$ cat config.mk
export PLATFORM = sky130hd
export DESIGN_NAME = bis_ctrl
export DESIGN_NICKNAME = d
export VERILOG_FILES = /design/src/sv/bis_pkg.sv /design/src/sv/bis_ctrl.sv
export SDC_FILE = /design/constraint.sdc
export NUM_CORES = 1
export LEC_CHECK = 0
export ABC_AREA = 1
export BUFFER_PORTS_ARGS = -buffer_cell sky130_fd_sc_hd__buf_2
export CORE_AREA = 2 2 39 41
export CTS_BUF_LIST = sky130_fd_sc_hd__clkbuf_8
export DETAILED_ROUTE_END_ITERATION = 7
export DIE_AREA = 0 0 41 43
export GPL_TIMING_DRIVEN = 1
export PLACE_DENSITY_LB_ADDON = 0.08
export SYNTH_ARGS = -nofsm -noshare
export SYNTH_HDL_FRONTEND = slang
export SYNTH_SLANG_ARGS = --single-unit
$ cat constraint.sdc
create_clock -name clk_i -period 2.5 [get_ports clk_i]
set_input_delay 0.125 -clock clk_i [delete_from_list [all_inputs] [get_ports clk_i]]
set_output_delay 0.125 -clock clk_i [all_outputs]
set_load 0.02 [all_outputs]
$ cat src/sv/bis_pkg.sv
`timescale 1ns / 1ps
`default_nettype none
package bis_pkg;

  // Fixed widths of the channel fields and configuration registers.
  localparam int COUNT_W  = 7;
  localparam int INDEX_W  = 6;
  localparam int PIXIN_W  = 16;
  localparam int COORD_W  = 16;
  localparam int SAMPLE_W = 16;
  localparam int CFG_IDX_W = 1;

  localparam logic [COUNT_W-1:0] COUNT_RESET = 7'd64;
  localparam logic [COUNT_W-1:0] COUNT_MIN   = 7'd2;

  // Configuration register indexes.
  localparam logic [CFG_IDX_W-1:0] REG_ROWS_IN_USE = 1'b0;
  localparam logic [CFG_IDX_W-1:0] REG_COLS_IN_USE = 1'b1;

  // Operation codes of an input word.
  localparam logic FUNC_WRITE = 1'b0;
  localparam logic FUNC_QUERY = 1'b1;

  // Neighbor selects around the floor cell.
  localparam logic [1:0] NB_F11 = 2'd0;
  localparam logic [1:0] NB_F21 = 2'd1;
  localparam logic [1:0] NB_F12 = 2'd2;
  localparam logic [1:0] NB_F22 = 2'd3;

  typedef struct packed {
    logic       capture;
    logic       wr;
    logic       prep;
    logic       rd;
    logic [1:0] rd_sel;
    logic       cap;
    logic [1:0] cap_sel;
    logic       mul_a;
    logic       mul_b;
    logic       load_out;
  } bis_cmd_t;

  typedef struct packed {
    logic wr_ok;
    logic in_image;
  } bis_status_t;

endpackage
`default_nettype wire

$ cat src/sv/bis_ctrl.sv
`timescale 1ns / 1ps
`default_nettype none
module bis_ctrl (
  input  logic                 clk_i,
  input  logic                 rst_ni,
  input  logic                 in_valid_i,
  input  logic                 in_func_i,
  output logic                 in_ready_o,
  output logic                 out_valid_o,
  input  logic                 out_ready_i,
  input  bis_pkg::bis_status_t status_i,
  output bis_pkg::bis_cmd_t    cmd_o
);
  import bis_pkg::*;

  typedef enum logic [3:0] {
    S_IDLE,
    S_WRITE,
    S_ADDR,
    S_RD0,
    S_RD1,
    S_RD2,
    S_RD3,
    S_CAP,
    S_MULA,
    S_MULB,
    S_OUT
  } state_e;

  state_e state_q, state_d;
  logic   out_valid_q, out_valid_d;
  logic   in_acc;
  logic   out_free;

  assign in_ready_o  = (state_q == S_IDLE);
  assign in_acc      = in_valid_i && in_ready_o;
  assign out_free    = !out_valid_q || out_ready_i;
  assign out_valid_o = out_valid_q;

  always_comb begin
    state_d     = state_q;
    cmd_o       = '0;
    out_valid_d = out_valid_q && !out_ready_i;
    unique case (state_q)
      S_IDLE: begin
        if (in_acc) begin
          cmd_o.capture = 1'b1;
          state_d = (in_func_i == FUNC_QUERY) ? S_ADDR : S_WRITE;
        end
      end
      S_WRITE: begin
        cmd_o.wr = status_i.wr_ok;
        state_d  = S_IDLE;
      end
      S_ADDR: begin
        cmd_o.prep = 1'b1;
        state_d    = S_RD0;
      end
      S_RD0: begin
        // An outside query skips the reads and answers zero.
        if (status_i.in_image) begin
          cmd_o.rd     = 1'b1;
          cmd_o.rd_sel = NB_F11;
          state_d      = S_RD1;
        end else begin
          state_d = S_OUT;
        end
      end
      S_RD1: begin
        cmd_o.rd      = 1'b1;
        cmd_o.rd_sel  = NB_F21;
        cmd_o.cap     = 1'b1;
        cmd_o.cap_sel = NB_F11;
        state_d       = S_RD2;
      end
      S_RD2: begin
        cmd_o.rd      = 1'b1;
        cmd_o.rd_sel  = NB_F12;
        cmd_o.cap     = 1'b1;
        cmd_o.cap_sel = NB_F21;
        state_d       = S_RD3;
      end
      S_RD3: begin
        cmd_o.rd      = 1'b1;
        cmd_o.rd_sel  = NB_F22;
        cmd_o.cap     = 1'b1;
        cmd_o.cap_sel = NB_F12;
        state_d       = S_CAP;
      end
      S_CAP: begin
        cmd_o.cap     = 1'b1;
        cmd_o.cap_sel = NB_F22;
        state_d       = S_MULA;
      end
      S_MULA: begin
        cmd_o.mul_a = 1'b1;
        state_d     = S_MULB;
      end
      S_MULB: begin
        cmd_o.mul_b = 1'b1;
        state_d     = S_OUT;
      end
      S_OUT: begin
        if (out_free) begin
          cmd_o.load_out = 1'b1;
          out_valid_d    = 1'b1;
          state_d        = S_IDLE;
        end
      end
      default: state_d = S_IDLE;
    endcase
  end

  always_ff @(posedge clk_i or negedge rst_ni) begin
    if (!rst_ni) begin
      state_q     <= S_IDLE;
      out_valid_q <= 1'b0;
    end else begin
      state_q     <= state_d;
      out_valid_q <= out_valid_d;
    end
  end

`ifndef SYNTHESIS
  a_rd_inside: assert property (@(posedge clk_i) disable iff (!rst_ni)
    cmd_o.rd |-> status_i.in_image)
    else $error("memory read issued for an outside query");

  a_outside_short: assert property (@(posedge clk_i) disable iff (!rst_ni)
    (state_q == S_RD0) && !status_i.in_image |=> (state_q == S_OUT))
    else $error("outside query did not go straight to the result");

  a_no_overwrite: assert property (@(posedge clk_i) disable iff (!rst_ni)
    out_valid_q && !out_ready_i |-> !cmd_o.load_out)
    else $error("result register loaded while a word still waits");

  a_mul_seq: assert property (@(posedge clk_i) disable iff (!rst_ni)
    (state_q == S_CAP) |=> (state_q == S_MULA) ##1 (state_q == S_MULB)
      ##1 (state_q == S_OUT))
    else $error("multiply stages out of order");
`endif
endmodule
`default_nettype wire

==> results.md <==
* CTS tree: built
* Global-route wire length before repair at 1540 µm
* H-tree levels at 1
* GRT overflow at 0
* Initial antenna violation count at 0
* Hold Crit Class: primary input to flop
* Synth cell types at 12
* DR iter-0 viols at 5
* CTS max path bufs at 2
* Antenna Nets Post-Route at 0
* Mapped Nets at 73
* Avg Cell Area, Syn at 6.09 µm²
* Crit Path Max Fanout at 5
* # setup viols final at 0
* # Post-CTS Setup Buffers at 0
* Mapped cell area at 402 µm²
* Sink Count at 5
* Unrepaired setup endpoints after global routing: false
* CP startpoint kind: flop
* Clock skew at 0.00185 ns
* Setup TNS at 0 ns
* Worst EP arrival at 1.31 ns
* Inserted Diodes at 0
* Post-synth top area share at 31.2%
* Maximum vdd drop at 0.571 mV
* Routed WL per cell at 8.24 µm
* Worst slew pin tran at 0.210 ns
* FP Rows at 14
* Largest net degree at the start of global routing at 7
* Seq/Total Area, Yosys at 31.2%
* Max-cap violations at 0
* Worst-path clk slew at 0.03 ns
* Post-synth top cells: 18 x inv_1, 14 x nand2_1, 13 x nor2_1
* Final #Nets at 99
* Crit. End Element: output pin
* Starting Density at 29.0%
* Most frequent cell after synthesis: inv_1
* DR vias at 427
* Status: finished clean
* Worst hold endpoint: out_valid_o
* Mapped Cells at 66
* Synth top area cells: dfrtp_1 31%, inv_1 17%, nand2_1 13%, nor2_1 12%, nor2_2 6.2%
* Post-synth EDFFs at 0
* Pwr/cell area at 1300 nW/µm²
* Worst r2r dst: state_q[1]
* Die Width at 41 µm
* P_leak at 0.386 nW
* Final WL at 882 µm
* Num CTS Buffers at 3
* Core Area at 1380 µm²
* Flop2flop setup slack at 1.31 ns
* GP Congestion at 0.654
* Slew HR at 85.9%
* Vias per cell at 3.99
* Fmax at 696 MHz
* Post-synth top area cell: dfrtp_1
* FFs w/ async S/R, synth at 100%
* Drt first pass iters at 4
* Total power at 0.752 mW
* Minimum clock period at 1.44 ns
* Die area at 1760 µm²
* Die Ht at 43 µm
* Main synth FF type: dfrtp_1
* Critical hold path startpoint: out_ready_i
* DRC Markers at 0
* WP data required at 2.38 ns
* Final HPWL DP at 761 µm
* Area growth, synth to finish at 43.6%
* Clk_lat worst skew at 0.22 ns
* Layout cell share with drive strength beyond 1 at 35.2%
* Crit share post-route at 57.4%
* Hold violation count in the final report at 0
* I/O Pins at 21
* #FFs+latches synth at 5
* Warning count from the yosys run at 0
* Root Buffer: clkbuf_8
* Port buffer count at 20
* Critical path class: flop to output pin
* Hold depth at 2
* Number of global-route vias before repair at 383
* Gr usage total at 12.5%
* Slew Viols, Final at 0
* R2R depth at 6
* Reg-to-reg startpoint: state_q[1]
[sequential cells by signal, summed over array words and instances (netlist names)]
signal and count:
out_valid_o 1, state_q 4
[worst max path at each step]
stage	startpoint	to	slack, ns	cells past startpoint
floorplan	state_q[3]	cmd_o[8]	1.17	3
global route	state_q[3]	cmd_o[8]	0.97	4
detailed placement	state_q[3]	cmd_o[8]	1.28	4
finish	state_q[3]	cmd_o[8]	1.06	4
CTS	state_q[3]	cmd_o[8]	1.04	4
global placement	state_q[3]	cmd_o[8]	1.27	4
[layout by cell type, fill, tap and decap left out, drive strengths merged]
cell type    instances
clkbuf               3
nor2                18
inv                 19
buf                 20
o31ai                2
dlygate4sd3          1
nand2               17
dfrtp                5
o21ai                2
o2111ai              1
nand3                3
[cell type report]
cell class                 count  area (µm²)
clock buffer                   3        41.3
clock inverter                 1        3.75
fill                         164         807
inverter                      18        67.6
multi-input combinational     43         209
sequential                     5         125
tap                           16        20.0
timing repair buffer          21         110
[power breakdown]
| group | total, mW | leakage (nW) | switching (mW) | internal (mW) |
|---|---|---|---|---|
| registers | 0.155 | 0.0656 | 0.0399 | 0.115 |
| clock network | 0.143 | 0.0269 | 0.0382 | 0.105 |
| logic | 0.454 | 0.294 | 0.308 | 0.146 |
[critical path, cell delays in order, from the launching register on]
cell,delay [ns]
dfrtp_1,0.42
nor2_2,0.19
inv_1,0.10
o31ai_1,0.18
buf_2,0.20
[per-layer routing]
layer / vias up / part of all wire, % / GRT usage [%]
li1: 242 / - / -
met5: - / 0 / 0
met3: 0 / 6.5 / 1.57
met2: 12 / 47 / 17.8
met1: 173 / 47 / 18.0
met4: 0 / 0 / 6.00
[cell families (layout without fill, tap and decap cells)]
kind of cell	Yosys count	after routing	share of synthesized area, %
buf+inv	18	43	16.8
flops	5	5	31.2
simple gates	38	38	42.7
compound gates	5	5	9.34
[per-stage QoR]
stage | cells | utilization (%) | hold WS [ns] | worst slack [ns] | area, µm²
floorplan | 66 | - | -0.171 | 1.17 | 402
global placement | 102 | 37.7 | -0.0531 | 1.27 | 522
detailed placement | 102 | 37.7 | -0.0532 | 1.28 | 522
CTS | 107 | 41.7 | 0.116 | 1.04 | 577
global route | 107 | 41.7 | 0.143 | 0.970 | 577
finish | 107 | 41.7 | 0.119 | 1.06 | 577
[what timing repair did]
item	4_1_cts	5_1_grt
endpoints found under the hold margin	5	0
hold buffers	1	0
resized for setup	0	0
No activity file was read; power rests on OpenSTA's default activity.
